$ cat config.mk
export PLATFORM = sky130hd
export DESIGN_NAME = pli_mem
export DESIGN_NICKNAME = d
export VERILOG_FILES = /design/src/piecewise_linear_interpolator_top_assert.svh /design/src/pli_pkg.sv /design/src/pli_mem.sv
export SDC_FILE = /design/constraint.sdc
export NUM_CORES = 2
export LEC_CHECK = 0
export BUFFER_PORTS_ARGS = -buffer_cell sky130_fd_sc_hd__buf_2
export CAP_MARGIN = 20
export CELL_PAD_IN_SITES_DETAIL_PLACEMENT = 1
export CELL_PAD_IN_SITES_GLOBAL_PLACEMENT = 1
export CORE_AREA = 2 2 423 425
export DETAILED_ROUTE_END_ITERATION = 12
export DIE_AREA = 0 0 425 427
export HOLD_SLACK_MARGIN = 0.08
export PLACE_DENSITY_LB_ADDON = 0.1
export REMOVE_ABC_BUFFERS = 1
export SYNTH_ARGS = -nofsm -noshare
export SYNTH_HDL_FRONTEND = slang
export SYNTH_SLANG_ARGS = --single-unit
$ cat constraint.sdc
create_clock -name clk_i -period 5.9 [get_ports clk_i]
set_input_delay 0.885 -clock clk_i [delete_from_list [all_inputs] [get_ports clk_i]]
set_output_delay 0.885 -clock clk_i [all_outputs]
set_load 0.03 [all_outputs]
$ cat src/piecewise_linear_interpolator_top_assert.svh
// Assertion macros for the piecewise linear interpolator.
// Used by pli_div and the top module in src; relies on clk_i and rst_ni in scope.
`ifndef PIECEWISE_LINEAR_INTERPOLATOR_TOP_ASSERT_SVH
`define PIECEWISE_LINEAR_INTERPOLATOR_TOP_ASSERT_SVH
// Implication checked at every rising clock edge outside reset.
`define PLI_ASSERT(lbl, prop, msg) \
  lbl: assert property (@(posedge clk_i) disable iff (!rst_ni) (prop)) else $error(msg);
// Plain condition checked at every rising clock edge outside reset.
`define PLI_CHECK(lbl, cond, msg) \
  lbl: assert property (@(posedge clk_i) disable iff (!rst_ni) (cond)) else $error(msg);
`endif

$ cat src/pli_pkg.sv
// Package for the piecewise linear interpolator: request and result types,
// operation codes, sizes and the sequencer state type. No dependencies.
`default_nettype none
package pli_pkg;
  localparam int MaxKnots   = 16;
  localparam int Components = 4;
  localparam int KnotW      = $clog2(MaxKnots);
  localparam int CompW      = $clog2(Components);
  localparam int ValAddrW   = KnotW + CompW;

  typedef enum logic [1:0] {
    OP_WRITE = 2'd0,
    OP_POS   = 2'd1,
    OP_SLOPE = 2'd2,
    OP_NONE  = 2'd3
  } op_e;

  localparam logic REG_EXTRAPOLATE = 1'b0;
  localparam logic REG_KNOT_COUNT  = 1'b1;

  typedef struct packed {
    logic [1:0]         operation;
    logic [3:0]         knot_index;
    logic [1:0]         component;
    logic signed [31:0] knot_time;
    logic signed [31:0] knot_value;
    logic signed [31:0] query_time;
  } req_t;

  typedef struct packed {
    logic signed [31:0] result_value;
    logic               error;
  } res_t;

  typedef enum logic [3:0] {
    ST_IDLE, ST_END_RD, ST_END_WT, ST_SRCH_RD, ST_SRCH_WT, ST_SEG_RD,
    ST_SEG_WT, ST_DIV_GO, ST_DIV_WT, ST_DONE
  } state_e;

  // divider request/response
  typedef struct packed {
    logic        start;
    logic [63:0] num;
    logic [32:0] den;
  } div_req_t;

  typedef struct packed {
    logic        busy;
    logic        done;
    logic [63:0] quo;
  } div_rsp_t;
endpackage
`default_nettype wire

$ cat src/pli_mem.sv
// Knot time and knot value memories with a registered synchronous read.
// Depends on pli_pkg.
`default_nettype none
module pli_mem (
  input  wire logic                     clk_i,
  input  wire logic                     we_i,
  input  wire logic [pli_pkg::KnotW-1:0]  wr_knot_i,
  input  wire logic [pli_pkg::CompW-1:0]  wr_comp_i,
  input  wire logic [31:0]              wr_time_i,
  input  wire logic [31:0]              wr_val_i,
  input  wire logic [pli_pkg::KnotW-1:0]  rd_knot_i,
  input  wire logic [pli_pkg::CompW-1:0]  rd_comp_i,
  output logic [31:0]                   rd_time_o,
  output logic [31:0]                   rd_val_o
);
  import pli_pkg::*;
  logic [31:0] times_mem [MaxKnots];
  logic [31:0] vals_mem  [MaxKnots*Components];

  always_ff @(posedge clk_i) begin
    if (we_i) begin
      times_mem[wr_knot_i] <= wr_time_i;
      vals_mem[{wr_knot_i, wr_comp_i}] <= wr_val_i;
    end
    rd_time_o <= times_mem[rd_knot_i];
    rd_val_o  <= vals_mem[{rd_knot_i, rd_comp_i}];
  end
endmodule
`default_nettype wire

==> results <==
- The combined global-route utilization of all metal layers is 0.284.
- For the worst-skew pair, the clock arrives at the later sink with an insertion delay of 0.92 ns.
- In this run the power spent charging and discharging nets is 0.00826 W.
- The worst slew margin relative to its limit is 0.252.
- The final cell count without fillers is 7108.
- The floorplan step defined a die boundary enclosing 181000 um^2.
- After detailed routing, the number of remaining DRC violations is 0.
- For the worst flop-to-flop path, the logic depth is 4.
- The critical path in this run is classified as input pin to register.
- The number of I/O pins is 142.
- In this run the number of cells on the critical path is 7.
- Dividing the detail-routed wire length by the instance count gives 35.4 um.
- The startpoint type of the worst setup path is an input pin.
- The final layout contains 4626 nets.
- The number of warnings reported in the yosys synthesis log is 0.
- The met3 layer wire length in the routed design is 17.9 mm.
- The via count of the first global-routing pass is 49.0k.
- The number of fill cells is 13.9k.
- The sequential fraction of design power is 0.527.
- The worst-case clock buffer depth is 4.
- Synthesis handed over a netlist of 4173 instances.
- In this run the remaining antenna-violating nets after routing total 0.
- The routability-driven placement congestion ratio is 0.789.
- The site row count is 155.
- The share of total power dissipated in combinational logic is 0.050.
- TritonCTS created 284 clock buffers.
- Of all nets on the critical path, the largest fanout is 54.
- The area of the core is 177000 um^2.
- The library cell used most frequently in the layout, excluding fill and tap cells, is sky130_fd_sc_hd__edfxtp_1.
- In the layout the commonest cells are sky130_fd_sc_hd__edfxtp_1, sky130_fd_sc_hd__mux4_2, sky130_fd_sc_hd__clkbuf_16.
- The total negative setup slack is 0 ns.
- The depth of the worst hold-timing path is 1.
- The highest layer touched by signal routing is met5.
- The arrival time of the worst setup path is 4.15 ns.
- The final worst-path cycle share is 0.568.
- The area growth from synthesis to layout is 13.6%.
- Data on the critical path is required at its endpoint by 6.70 ns.
- The final max-slew violation count is 0.
- The most frequently used flop master after synthesis is sky130_fd_sc_hd__edfxtp_1.
- The first-pass GRT wire length is 361 mm.
- For this configuration, the core starts out at a cell density of 0.556.
- The final clock skew is 0.0473 ns.
- The static leakage power is 35.1 nW.
- Summing over every cut layer, the via total after detailed routing is 46.1k.
- In the final layout, the multi-input gates occupy 19600 um^2.
- The detailed route wirelength on metal2 is 127 mm.
- Of the total power, the share spent switching nets is 0.209.
- The synthesized design contains 2560 enable-type register cells.
- The clock tree synthesis step divided the H-tree into 5 levels.
- The layout cell share with drive strength beyond 1 is 0.304.
- After clock tree synthesis, the setup repair step added 0 buffers.
- The async set-or-reset flop fraction in the synthesized netlist is 0.
- The number of synthesized register bits is 2624.
- For this run, the share of the core covered by cells in the final layout is 0.631.
- In this run the worst hold path is classified as input pin to register.
- The total count of hold-check failures in the final report came to 0.
- The number of buffers inserted for hold repair after clock tree synthesis is 0.
- The post-synthesis area per instance is 23.6 um^2.
- Input and output buffers added on the ports amount to 141.
- The wire-length estimate of the detail-placed layout is 141 mm.
- The violation count after the first detailed-route iteration is 4844.
- The floorplan die height is 427 um.
- Setup repair after global routing left no endpoint under its margin.
- For this run, the register share of the synthesized area comes to 0.794.
- The overflow left after global routing is 0.
- The pre-antenna-repair detailed-routing pass consisted of 5 iterations.
- The share of total power in the clock network is 0.423.
- The number of buffers and inverters on the critical path is 2.
- The root buffer cell is sky130_fd_sc_hd__clkbuf_16.
- The worst voltage drop across the vdd grid is 0.286 mV.
- The critical path capture point type is a register.
- The worst path needs 3.35 ns of the cycle, external delays included.
- Summing all flip-flop and latch instances after layout gives 78200 um^2.
- The largest incremental delay on the critical path is 0.98 ns.
- The number of different library cells in the post-synthesis netlist is 41.
- The fmax is 298 MHz.
- The final setup violation count is 0.
- For the pin with the worst max-slew slack, the measured transition is 1.12 ns.
- Entering global routing, the biggest net connects 133 pins.
- The design draws 0.0394 W.
- The post-synthesis instance area is 98500 um^2.
- In this run the power density over the cells is 352 nW/um^2.
- Summed over all layers, the routed wires come to 252 mm.
- Including well taps, the total number of placed cells is 6609.
- The cell family with the largest share of critical-path delay is simple AND/OR/NAND/NOR gates.
- The clock slew at the register clock pins of the worst setup and hold paths is 0.06 ns.
- Gates resized during post-CTS repair numbered 0.
- The number of sinks on the clock net is 2624.
- TritonCTS built the clock tree.
- The initial antenna violation count is 17.
- The internal portion of the total power is 0.0312 W.
- Traced cell by cell, the critical path runs through clkbuf_8, nor2_1, nand2_1, o22ai_1, nor4_1, buf_2, o22a_1.
- Dividing the detail-routed via count by the number of cells gives 6.48.
- The number of violations of the max-capacitance limit is 0.
- The library cell contributing the largest single delay on the critical path is sky130_fd_sc_hd__nor2_1.
- The die is 425 um wide.
- After detailed routing, the wire length on met1 is 98.1 mm.
- The flow ran to the end, and the final reports show no timing, DRC or antenna violations.
==> worst paths after layout <==
check / to / from / slack [ns]
setup / recovery: rd_val_o[7]$_DFF_P_ / rd_knot_i[2] / 2.55
hold / removal: vals_mem[1][31]$_DFFE_PP_ / wr_val_i[31] / 0.30
setup reg to reg: rd_val_o[2]$_DFF_P_ / vals_mem[60][2]$_DFFE_PP_ / 3.46
hold reg to reg: rd_time_o[25]$_DFF_P_ / times_mem[15][25]$_DFFE_PP_ / 0.76
==> cells in the mapped netlist (7+ instances only) <==
| master | n | share of area |
|---|---|---|
| sky130_fd_sc_hd__buf_6 | 14 | 0.0016 |
| sky130_fd_sc_hd__buf_4 | 39 | 0.0030 |
| sky130_fd_sc_hd__o21ai_1 | 28 | 0.0014 |
| sky130_fd_sc_hd__nor2_1 | 108 | 0.0041 |
| sky130_fd_sc_hd__nand2b_1 | 12 | 0.00076 |
| sky130_fd_sc_hd__o22ai_1 | 94 | 0.0060 |
| sky130_fd_sc_hd__mux2_2 | 19 | 0.0022 |
| sky130_fd_sc_hd__o221ai_1 | 19 | 0.0017 |
| sky130_fd_sc_hd__nor4_1 | 13 | 0.00083 |
| sky130_fd_sc_hd__o21ai_0 | 40 | 0.0020 |
| sky130_fd_sc_hd__a22oi_1 | 18 | 0.0014 |
| sky130_fd_sc_hd__buf_2 | 100 | 0.0051 |
| sky130_fd_sc_hd__nor3_1 | 13 | 0.00066 |
| sky130_fd_sc_hd__a211oi_1 | 15 | 0.0011 |
| sky130_fd_sc_hd__clkbuf_1 | 67 | 0.0026 |
| sky130_fd_sc_hd__dfxtp_1 | 64 | 0.013 |
| sky130_fd_sc_hd__mux4_2 | 661 | 0.15 |
| sky130_fd_sc_hd__o2111ai_1 | 11 | 0.00098 |
| sky130_fd_sc_hd__o211ai_1 | 7 | 0.00053 |
| sky130_fd_sc_hd__nand2_1 | 33 | 0.0013 |
| sky130_fd_sc_hd__nor2b_1 | 19 | 0.0012 |
| sky130_fd_sc_hd__o22a_1 | 13 | 0.0012 |
| sky130_fd_sc_hd__nand3b_1 | 7 | 0.00053 |
| sky130_fd_sc_hd__inv_1 | 16 | 0.00061 |
| sky130_fd_sc_hd__nand3_1 | 20 | 0.0010 |
| sky130_fd_sc_hd__a21oi_1 | 25 | 0.0013 |
| sky130_fd_sc_hd__edfxtp_1 | 2560 | 0.78 |
| sky130_fd_sc_hd__mux2i_1 | 74 | 0.0075 |
| sky130_fd_sc_hd__buf_1 | 11 | 0.00042 |
| sky130_fd_sc_hd__a221oi_1 | 35 | 0.0031 |
==> power groups by stage <==
stage	clock network [W]	registers [W]	logic, W
2_1_floorplan	0	0.0212	0.000744
6_report	0.0167	0.0208	0.00197
3_5_place_dp	0	0.0212	0.00198
3_3_place_gp	0	0.0212	0.00193
5_1_grt	0.0176	0.0208	0.00209
4_1_cts	0.0169	0.0208	0.00199
==> registers in the layout, summed over array words and instances (netlist names) <==
| register | count |
|---|---|
| rd_time_o | 32 |
| rd_val_o | 32 |
| times_mem | 512 |
| vals_mem | 2048 |
==> through the flow <==
step | hold slack (ns) | worst slack [ns] | instance area, um^2
finish | 0.298 | 2.55 | 112000
global route | 0.260 | 2.55 | 112000
CTS | 0.287 | 2.65 | 112000
detailed placement | 0.758 | 1.69 | 103000
global placement | 0.748 | 0.943 | 103000
floorplan | 0.741 | 1.76 | 97200
==> final cells by class <==
class / instances / share of cell area
Multi-Input combinational cell: 1302 / 0.175
Timing Repair Buffer: 320 / 0.0224
Clock inverter: 89 / 0.00689
Inverter: 16 / 0.000537
Sequential cell: 2624 / 0.698
Tap cell: 2355 / 0.0263
Clock buffer: 393 / 0.0696
Antenna cell: 9 / 0.000201
==> kinds of logic after synthesis <==
kind of cell,Yosys count,share of synthesized area
multiplexers,754,0.161
buffers and inverters,247,0.0132
AND/OR/NAND/NOR,243,0.0117
AO/OA/AOI/OAI,305,0.0207
flip-flops,2624,0.794
==> metal layers <==
| metal | vias up | track usage |
|---|---|---|
| li1 | 18669 | - |
| met1 | 25003 | 0.384 |
| met2 | 1975 | 0.467 |
| met3 | 410 | 0.0545 |
| met4 | 6 | 0.101 |
| met5 | - | 0 |
No activity file was read; power rests on OpenSTA's default activity.
