$ cat src/piecewise_linear_interpolator_top_assert.svh
// Assertion macros for the piecewise linear interpolator.
// Used by pli_div and the top module in src; relies on clk_i and rst_ni in scope.
`ifndef PIECEWISE_LINEAR_INTERPOLATOR_TOP_ASSERT_SVH
`define PIECEWISE_LINEAR_INTERPOLATOR_TOP_ASSERT_SVH
// Implication checked at every rising clock edge outside reset.
`define PLI_ASSERT(lbl, prop, msg) \
  lbl: assert property (@(posedge clk_i) disable iff (!rst_ni) (prop)) else $error(msg);
// Plain condition checked at every rising clock edge outside reset.
`define PLI_CHECK(lbl, cond, msg) \
  lbl: assert property (@(posedge clk_i) disable iff (!rst_ni) (cond)) else $error(msg);
`endif

$ cat src/pli_pkg.sv
// Package for the piecewise linear interpolator: request and result types,
// operation codes, sizes and the sequencer state type. No dependencies.
`default_nettype none
package pli_pkg;
  localparam int MaxKnots   = 16;
  localparam int Components = 4;
  localparam int KnotW      = $clog2(MaxKnots);
  localparam int CompW      = $clog2(Components);
  localparam int ValAddrW   = KnotW + CompW;

  typedef enum logic [1:0] {
    OP_WRITE = 2'd0,
    OP_POS   = 2'd1,
    OP_SLOPE = 2'd2,
    OP_NONE  = 2'd3
  } op_e;

  localparam logic REG_EXTRAPOLATE = 1'b0;
  localparam logic REG_KNOT_COUNT  = 1'b1;

  typedef struct packed {
    logic [1:0]         operation;
    logic [3:0]         knot_index;
    logic [1:0]         component;
    logic signed [31:0] knot_time;
    logic signed [31:0] knot_value;
    logic signed [31:0] query_time;
  } req_t;

  typedef struct packed {
    logic signed [31:0] result_value;
    logic               error;
  } res_t;

  typedef enum logic [3:0] {
    ST_IDLE, ST_END_RD, ST_END_WT, ST_SRCH_RD, ST_SRCH_WT, ST_SEG_RD,
    ST_SEG_WT, ST_DIV_GO, ST_DIV_WT, ST_DONE
  } state_e;

  // divider request/response
  typedef struct packed {
    logic        start;
    logic [63:0] num;
    logic [32:0] den;
  } div_req_t;

  typedef struct packed {
    logic        busy;
    logic        done;
    logic [63:0] quo;
  } div_rsp_t;
endpackage
`default_nettype wire

$ cat src/pli_div.sv
// Iterative unsigned restoring divider, one quotient bit per cycle.
// Depends on pli_pkg.
`default_nettype none
`include "piecewise_linear_interpolator_top_assert.svh"
module pli_div (
  input  wire logic            clk_i,
  input  wire logic            rst_ni,
  input  wire pli_pkg::div_req_t req_i,
  output pli_pkg::div_rsp_t    rsp_o
);
  import pli_pkg::*;
  logic [63:0] quo_q, quo_d;
  logic [32:0] rem_q, rem_d;
  logic [32:0] den_q, den_d;
  logic [6:0]  cnt_q, cnt_d;
  logic        busy_q, busy_d, done_q, done_d;
  logic [33:0] trial;

  assign trial = {rem_q, quo_q[63]} - {1'b0, den_q};

  always_comb begin
    quo_d = quo_q; rem_d = rem_q; den_d = den_q; cnt_d = cnt_q;
    busy_d = busy_q; done_d = 1'b0;
    if (req_i.start) begin
      quo_d = req_i.num; rem_d = '0; den_d = req_i.den; cnt_d = 7'd64; busy_d = 1'b1;
    end else if (busy_q) begin
      if (!trial[33]) begin
        rem_d = trial[32:0]; quo_d = {quo_q[62:0], 1'b1};
      end else begin
        rem_d = {rem_q[31:0], quo_q[63]}; quo_d = {quo_q[62:0], 1'b0};
      end
      cnt_d = cnt_q - 7'd1;
      if (cnt_q == 7'd1) begin
        busy_d = 1'b0; done_d = 1'b1;
      end
    end
  end

  always_ff @(posedge clk_i or negedge rst_ni) begin
    if (!rst_ni) begin
      busy_q <= 1'b0; done_q <= 1'b0; cnt_q <= '0;
    end else begin
      busy_q <= busy_d; done_q <= done_d; cnt_q <= cnt_d;
    end
  end
  always_ff @(posedge clk_i) begin
    quo_q <= quo_d; rem_q <= rem_d; den_q <= den_d;
  end

  assign rsp_o.busy = busy_q;
  assign rsp_o.done = done_q;
  assign rsp_o.quo  = quo_q;

  `PLI_ASSERT(a_div_done, done_q |-> $past(busy_q), "divider done without run")
  `PLI_ASSERT(a_div_excl, !(done_q && busy_q), "divider done while busy")
  `PLI_ASSERT(a_div_start, req_i.start |=> busy_q && cnt_q == 7'd64, "divider start lost")
endmodule
`default_nettype wire

$ cat config.mk
export PLATFORM = sky130hd
export DESIGN_NAME = pli_div
export DESIGN_NICKNAME = d
export VERILOG_FILES = /design/src/pli_pkg.sv /design/src/pli_div.sv
export VERILOG_INCLUDE_DIRS = /design/src /design/src/src
export SDC_FILE = /design/constraint.sdc
export NUM_CORES = 1
export LEC_CHECK = 0
export ABC_AREA = 1
export ABC_CLOCK_PERIOD_IN_PS = 2800
export BUFFER_PORTS_ARGS = -buffer_cell sky130_fd_sc_hd__buf_2
export CORE_MARGIN = 4
export CORE_UTILIZATION = 33
export CTS_BUF_LIST = sky130_fd_sc_hd__clkbuf_16
export DETAILED_ROUTE_END_ITERATION = 7
export PLACE_DENSITY = 0.61
export SLEW_MARGIN = 10
export SYNTH_ARGS = -nofsm -noshare
export SYNTH_HDL_FRONTEND = slang
export SYNTH_SLANG_ARGS = --single-unit
$ cat constraint.sdc
create_clock -name clk_i -period 2.8 [get_ports clk_i]
set_clock_uncertainty 0.2 [all_clocks]
set_input_delay 0.56 -clock clk_i [delete_from_list [all_inputs] [get_ports clk_i]]
set_output_delay 0.56 -clock clk_i [all_outputs]
set_load 0.01 [all_outputs]
==> summary.txt, run 1 <==
H-tree Lvls -> 4
Yosys reg bits -> 139
Final Cycle Share -> 0.937
Slew Limit Fails -> 0
Bufs on Longest Clock Path -> 2
Worst setup EP type -> flop
Total Neg Setup Slack -> 0 ns
Post-DR wirelength/cell -> 14.4 um
GPL Wtd Cong -> 0.945
GRT Total Usage -> 0.175
Synth Area in XOR/XNOR -> 0.0163
Vias in the first global route -> 7,779
Layout Area Growth over Synthesis -> 21.5%
CTS clk-pin slew, worst paths -> 0.07 ns
Fillers -> 2,659
Drt pass-1 iters -> 5
Largest family of logic cells by synthesized area -> simple AND/OR/NAND/NOR gates
Hold worst-path end -> den_q[0]
Via count -> 7,724
Critical path class -> flop to flop
Row count -> 58
Synth Area in Compound Gates -> 0.0230
R2R Path Start -> den_q[20]
Worst min-delay path startpoint -> req_i[0]
Power per cell area -> 740 nW/um2
Worst-Skew Late Latency -> 0.43 ns
Yosys warning count -> 0
DP Area -> 9850 um2
Max-Slew Margin vs Limit -> 0.598
DRC marker count from the first detailed-route iteration -> 430
RSZ-0062 raised after global routing -> false
Total CTS buffers -> 17
Fin Hold WS -> 0.104 ns
Mapped Cells -> 1,201
First-pass GRT wire length -> 40,100 um
Initial core utilization -> 0.339
Post-route cell area -> 10,500 um2
Largest net degree at the start of global routing -> 71
Port bufs -> 165
Die area -> 28,700 um2
Post-synthesis mux area share -> 0
Leak -> 5.77 nW
Startpoint Class -> flop
Antenna diodes -> 0
Worst reg2reg setup slack -> 0.18 ns
Max-cap violations -> 0
Final net count -> 1,510
Total grt overflow -> 0
DR vias/cell -> 4.50
Clk root buf -> clkbuf_16
Outcome -> complete, no violations
Mapped Avg Cell Area -> 7.16 um2
Post-Syn Nets -> 1,337
VDD IR max -> 0.378 mV
DP HPWL -> 18,900 um
Fmax achieved -> 381 MHz
Hold Path Depth -> 1
Initial antenna violation count -> 0
Final Hold Viols -> 0
Adder-Cell Fraction of Synth Area -> 0.0532
Total power -> 7.73 mW
Minimum clock period after layout -> 2.62 ns
Yosys cell types -> 36
Post-synthesis sequential area ratio -> 0.442
Layout cell share with drive strength beyond 1 -> 0.181
Core area -> 25,400 um2
Die W -> 169 um
DRT antenna net count -> 0
DRC violations left -> 0
R2R depth -> 11
DRT Wirelength -> 24,700 um
Die height -> 169 um
Final setup fails -> 0
Reg-to-reg endpoint -> quo_q[0]
I/O pins -> 166
Required @ worst endpoint -> 2.75 ns
Measured slew at the worst slew-check pin -> 0.603 ns
Simple-gate share of the synthesized area -> 0.354
Critical Path AT -> 2.58 ns
Worst hold path type -> input port to flop
Clk sinks -> 139
Mapped Area -> 8600 um2
Critical-path maximum fanout -> 13
Clock tree from TritonCTS -> done
critical path: stages, from the launching register on:
cell      delay [ns]
edfxtp_1        0.34
inv_1           0.05
ha_1            0.35
nand2_1         0.14
nor2_1          0.24
nand2_1         0.13
nor2_1          0.20
nand2_4         0.10
nand2_4         0.09
nand2_4         0.14
nand2_4         0.28
o21ai_1         0.09
where the power goes:
| group | internal, mW | total, mW | switching (mW) |
|---|---|---|---|
| sequential | 2.52 | 2.72 | 0.200 |
| clock | 1.25 | 2.26 | 1.01 |
| combinational | 0.999 | 2.75 | 1.75 |
sequential cells by signal (all words and copies together) (netlist names):
signal,flops
busy_q,1
quo_q,64
cnt_q,7
done_q,1
rem_q,33
den_q,33
cell families after synthesis:
logic type                 Yosys count
buffers and inverters              242
adders and majority gates           36
xor gates and xnor gates            16
and+or+nand+nor                    732
DFF                                139
AOI/OAI and AO/OA                   36
cell usage after synthesis:
cell / n / share of area
nand2_1: 532 / 0.23
a21oi_1: 22 / 0.013
nand4_1: 10 / 0.0073
buf_6: 3 / 0.0039
a21oi_2: 1 / 0.0010
and2_1: 3 / 0.0022
nor2_2: 2 / 0.0015
nand2_4: 5 / 0.0065
and3_1: 1 / 0.00073
fa_1: 1 / 0.0023
buf_2: 4 / 0.0023
inv_1: 207 / 0.090
nor3_1: 7 / 0.0041
nand3_2: 3 / 0.0035
xnor2_1: 12 / 0.012
buf_4: 3 / 0.0026
inv_2: 3 / 0.0013
edfxtp_1: 97 / 0.34
o21ai_0: 6 / 0.0035
nor4_1: 2 / 0.0015
nand2_2: 14 / 0.010
xor2_1: 4 / 0.0041
nand3b_1: 5 / 0.0044
nor2_1: 48 / 0.021
o22ai_1: 1 / 0.00073
ha_1: 35 / 0.051
nand3_1: 98 / 0.057
o21a_1: 1 / 0.00087
a21o_1: 1 / 0.00087
nor2_4: 2 / 0.0026
o21bai_1: 3 / 0.0026
dfxtp_1: 33 / 0.077
dfrtp_1: 9 / 0.026
clkbuf_1: 21 / 0.0092
buf_8: 1 / 0.0017
o21ai_1: 1 / 0.00058
layer usage:
layer  track usage  wire length, um  vias up
met2         0.284            11200      237
li1              -                -     4042
met3        0.0450             1860       26
met5             0                0        -
met4        0.0560              436        0
met1         0.229            11300     3419
stage by stage:
step,cells,worst slack [ns],util
finish,1717,0.175,0.412
global route,1717,0.00832,0.412
CTS,1716,0.0766,0.411
detailed placement,1683,0.0988,0.388
global placement,1683,0.0949,0.388
floorplan,1201,0.0299,-
cell type report:
| class | count | area, um2 | share of cell area |
|---|---|---|---|
| tap | 330 | 413 | 0.0395 |
| sequential | 139 | 3800 | 0.363 |
| multi-input combinational | 820 | 3860 | 0.369 |
| timing repair buffer | 186 | 1010 | 0.0969 |
| clock inverter | 15 | 155 | 0.0148 |
| inverter | 210 | 788 | 0.0754 |
| clock buffer | 17 | 425 | 0.0407 |
how the worst max path moves through the flow:
stage	from	endpoint	slack, ns
floorplan	req_i[97]	quo_q[0]	0.03
global placement	quo_q[63]	rem_q[24]	0.09
detailed placement	quo_q[63]	rem_q[24]	0.1
CTS	quo_q[63]	rem_q[24]	0.08
global route	den_q[10]	rem_q[3]	0.008
finish	den_q[20]	quo_q[0]	0.18
cell usage in the layout, fill, tap and decap left out, drive strengths merged:
| master | n |
|---|---|
| xnor2 | 12 |
| dlygate4sd3 | 1 |
| buf | 185 |
| a21oi | 23 |
| fa | 1 |
| nand3b | 5 |
| nor3 | 7 |
| dfrtp | 9 |
| nand2 | 551 |
| nor4 | 2 |
| nor2 | 52 |
| a21o | 1 |
| clkinv | 3 |
| clkinvlp | 4 |
| o21a | 1 |
| clkbuf | 17 |
| nand3 | 101 |
| and2 | 3 |
| inv | 217 |
| xor2 | 4 |
| bufinv | 1 |
| nand4 | 10 |
| o21ai | 7 |
| and3 | 1 |
| o21bai | 3 |
| dfxtp | 33 |
| o22ai | 1 |
| edfxtp | 97 |
| ha | 35 |
repair_timing:
item,CTS,global route
setup buffers,0,1
endpoints found under the hold margin,9,0
endpoints found under the setup margin,0,21
hold buffers,1,0
resized for setup,0,3
(Power assumes the default switching activity.)
==> inputs of run 2 (changes only) <==
- CORE_UTILIZATION: 33 -> 40
- PLACE_DENSITY: 0.61 -> 0.7
==> run 2 against run 1 <==
  * Clock power up 5%
  * Final cell count decreased by 3.6%
  * Combinational power hardly changed
  * Largest power group unchanged
  * Sequential share of layout area is 0.17 points higher
  * Final area shrank 0.47%
  * Register-to-register slack better by 0.04 ns
==> summary.txt, run 2 (same netlist as run 1, synthesis figures left out) <==
Outcome -> complete, no violations (unchanged)
Measured slew at the worst slew-check pin -> 0.655 ns (was 0.603 ns)
Via count -> 7,895 (was 7,724)
DRC violations left -> 0 (unchanged)
GR Layer Usage met3 -> 0.0523 (was 0.0450)
Final net count -> 1,504 (was 1,510)
Antenna diodes -> 0 (unchanged)
I/O pins -> 166 (unchanged)
Most crowded layer after global routing -> met2 (unchanged)
Crit-path max cell delay -> 0.37 ns (was 0.35 ns)
CTS clk-pin slew, worst paths -> 0.07 ns (about the same)
Critical Path AT -> 2.70 ns (was 2.58 ns)
Die height -> 155 um (was 169 um)
Top reg by flops -> quo_q (unchanged)
Slew Limit Fails -> 0 (unchanged)
Clock tree from TritonCTS -> done (unchanged)
Die W -> 155 um (was 169 um)
H-tree Lvls -> 4 (unchanged)
Critical path, cell by cell -> inv_1, ha_1, nand2_2, nor2_4, nand3_1, nand3_2, nand2_2, nand2_2, nand2_4, nand2_4, nand2_8, nand2_2, buf_4, nand2_1, nand3_1, nand2_1 (was inv_1, ha_1, nand2_1, nor2_1, nand2_1, nor2_1, nand2_4, nand2_4, nand2_4, nand2_4, o21ai_1)
GPL Wtd Cong -> 0.992 (was 0.945)
CP top delay family -> simple AND/OR/NAND/NOR gates (unchanged)
Required @ worst endpoint -> 2.92 ns (was 2.75 ns)
Bufs on Longest Clock Path -> 2 (unchanged)
Leak -> 5.78 nW (was 5.77 nW)
Non-filler cells, final -> 1,656 (was 1,717)
Layout cell share with drive strength beyond 1 -> 0.179 (was 0.181)
Largest net degree at the start of global routing -> 62 (was 71)
DP Cell Count -> 1,623 (was 1,683)
Final setup fails -> 0 (unchanged)
Postcts setup bufs -> 0 (unchanged)
DP HPWL -> 19,000 um (was 18,900 um)
Worst-Skew Late Latency -> 0.43 ns (about the same)
Worst path slowest cell -> ha_1 (unchanged)
Post-DR wirelength/cell -> 15.0 um (was 14.4 um)
Met1 usage -> 0.280 (was 0.229)
Initial antenna violation count -> 1 (was 0)
DRT antenna net count -> 0 (unchanged)
Clk sinks -> 139 (unchanged)
Total Neg Setup Slack -> 0 ns (unchanged)
Critical path class -> flop to flop (unchanged)
First-pass GRT wire length -> 40,200 um (was 40,100 um)
Final Cycle Share -> 0.924 (was 0.937)
Startpoint Class -> flop (unchanged)
Power per cell area -> 757 nW/um2 (was 740 nW/um2)
RSZ-0062 raised after global routing -> false (unchanged)
Core area -> 21,100 um2 (was 25,400 um2)
Initial core utilization -> 0.408 (was 0.339)
Most common cell after layout, fill and taps aside -> nand2_1 (unchanged)
Minimum clock period after layout -> 2.59 ns (was 2.62 ns)
CP bufs+invs -> 2 (was 1)
DRC marker count from the first detailed-route iteration -> 558 (was 430)
Final Hold Viols -> 0 (unchanged)
DR vias/cell -> 4.77 (was 4.50)
Total grt overflow -> 0 (unchanged)
Max-cap violations -> 0 (unchanged)
Row count -> 53 (was 58)
Worst setup EP type -> flop (unchanged)
Port bufs -> 165 (unchanged)
Largest registers -> quo_q x64, den_q x33, rem_q x33 (unchanged)
Layout Area Growth over Synthesis -> 21.0% (was 21.5%)
Crit-path most repeated cell -> nand2_2 (was nand2_4)
VDD IR max -> 0.387 mV (was 0.378 mV)
Commonest cells after routing, fill and taps aside -> 530 x nand2_1, 206 x inv_1, 164 x buf_2 (unchanged)
DRT Wirelength -> 24,800 um (was 24,700 um)
Fmax achieved -> 387 MHz (was 381 MHz)
Worst hold path type -> input port to flop (unchanged)
Vias in the first global route -> 7,870 (was 7,779)
GRT Total Usage -> 0.211 (was 0.175)
Total CTS buffers -> 17 (unchanged)
Die area -> 23,900 um2 (was 28,700 um2)
Clk root buf -> clkbuf_16 (unchanged)
Max-Slew Margin vs Limit -> 0.563 (was 0.598)
Drt pass-1 iters -> 5 (unchanged)
Critical-path maximum fanout -> 17 (was 13)
Number of flip-flops in the largest register -> 64 (unchanged)
Routing usage on met2 -> 0.337 (was 0.284)
[run 2: layout make-up]
cell class                      count  area, um2
Multi-Input combinational cell    820       3880
Clock buffer                       17        425
Tap cell                          275        344
Inverter                          210        788
Timing Repair Buffer              180        968
Fill cell                        2135      10700
Clock inverter                     15        195
Sequential cell                   139       3800
[run 2: final timing paths]
path | start | to | slack [ns] | depth (start not counted)
max | den_q[8] | rem_q[23] | 0.21 | 16
min | req_i[28] | den_q[28] | 0.10 | 1
max reg2reg | den_q[8] | rem_q[23] | 0.21 | 16
min reg2reg | rem_q[29] | rem_q[29] | 0.28 | 2
max in group asynchronous | rst_ni | cnt_q[0] | 1.89 | 2
min in group asynchronous | rst_ni | cnt_q[4] | 0.32 | 2
[run 2: through the flow]
stage	area (um2)	power, mW	hold slack (ns)	setup WS [ns]	utilization
floorplan	8600	4.70	0.0644	0.0299	-
global placement	9740	5.47	0.220	0.123	0.462
detailed placement	9740	5.49	0.226	0.117	0.462
CTS	10400	7.90	0.0812	0.109	0.492
global route	10400	8.44	0.0819	0.00178	0.493
finish	10400	7.87	0.101	0.213	0.493
[run 2: worst reg2reg max path: stages, from the launching register on]
cell      delay (ns)
edfxtp_1        0.34
inv_1           0.04
ha_1            0.37
nand2_2         0.13
nor2_4          0.17
nand3_1         0.10
nand3_2         0.17
nand2_2         0.07
nand2_2         0.10
nand2_4         0.08
nand2_4         0.11
nand2_8         0.12
nand2_2         0.09
buf_4           0.17
nand2_1         0.07
nand3_1         0.10
nand2_1         0.06
[run 2: power by group]
part	total (mW)	internal (mW)	switching, mW
logic	2.77	1.00	1.77
clock network	2.38	1.30	1.08
registers	2.72	2.52	0.200
[run 2: per-layer routing]
layer  up-vias  part of all wire
met5         -           0.00028
li1       4041                 -
met1      3564              0.46
met3        35             0.066
met4         2             0.024
met2       253              0.45
[run 2: what timing repair did]
action | in CTS | in global routing
gates resized for setup | 0 | 6
endpoints found under the hold margin | 9 | 0
setup endpoints to repair | 0 | 20
hold buffers | 1 | 0
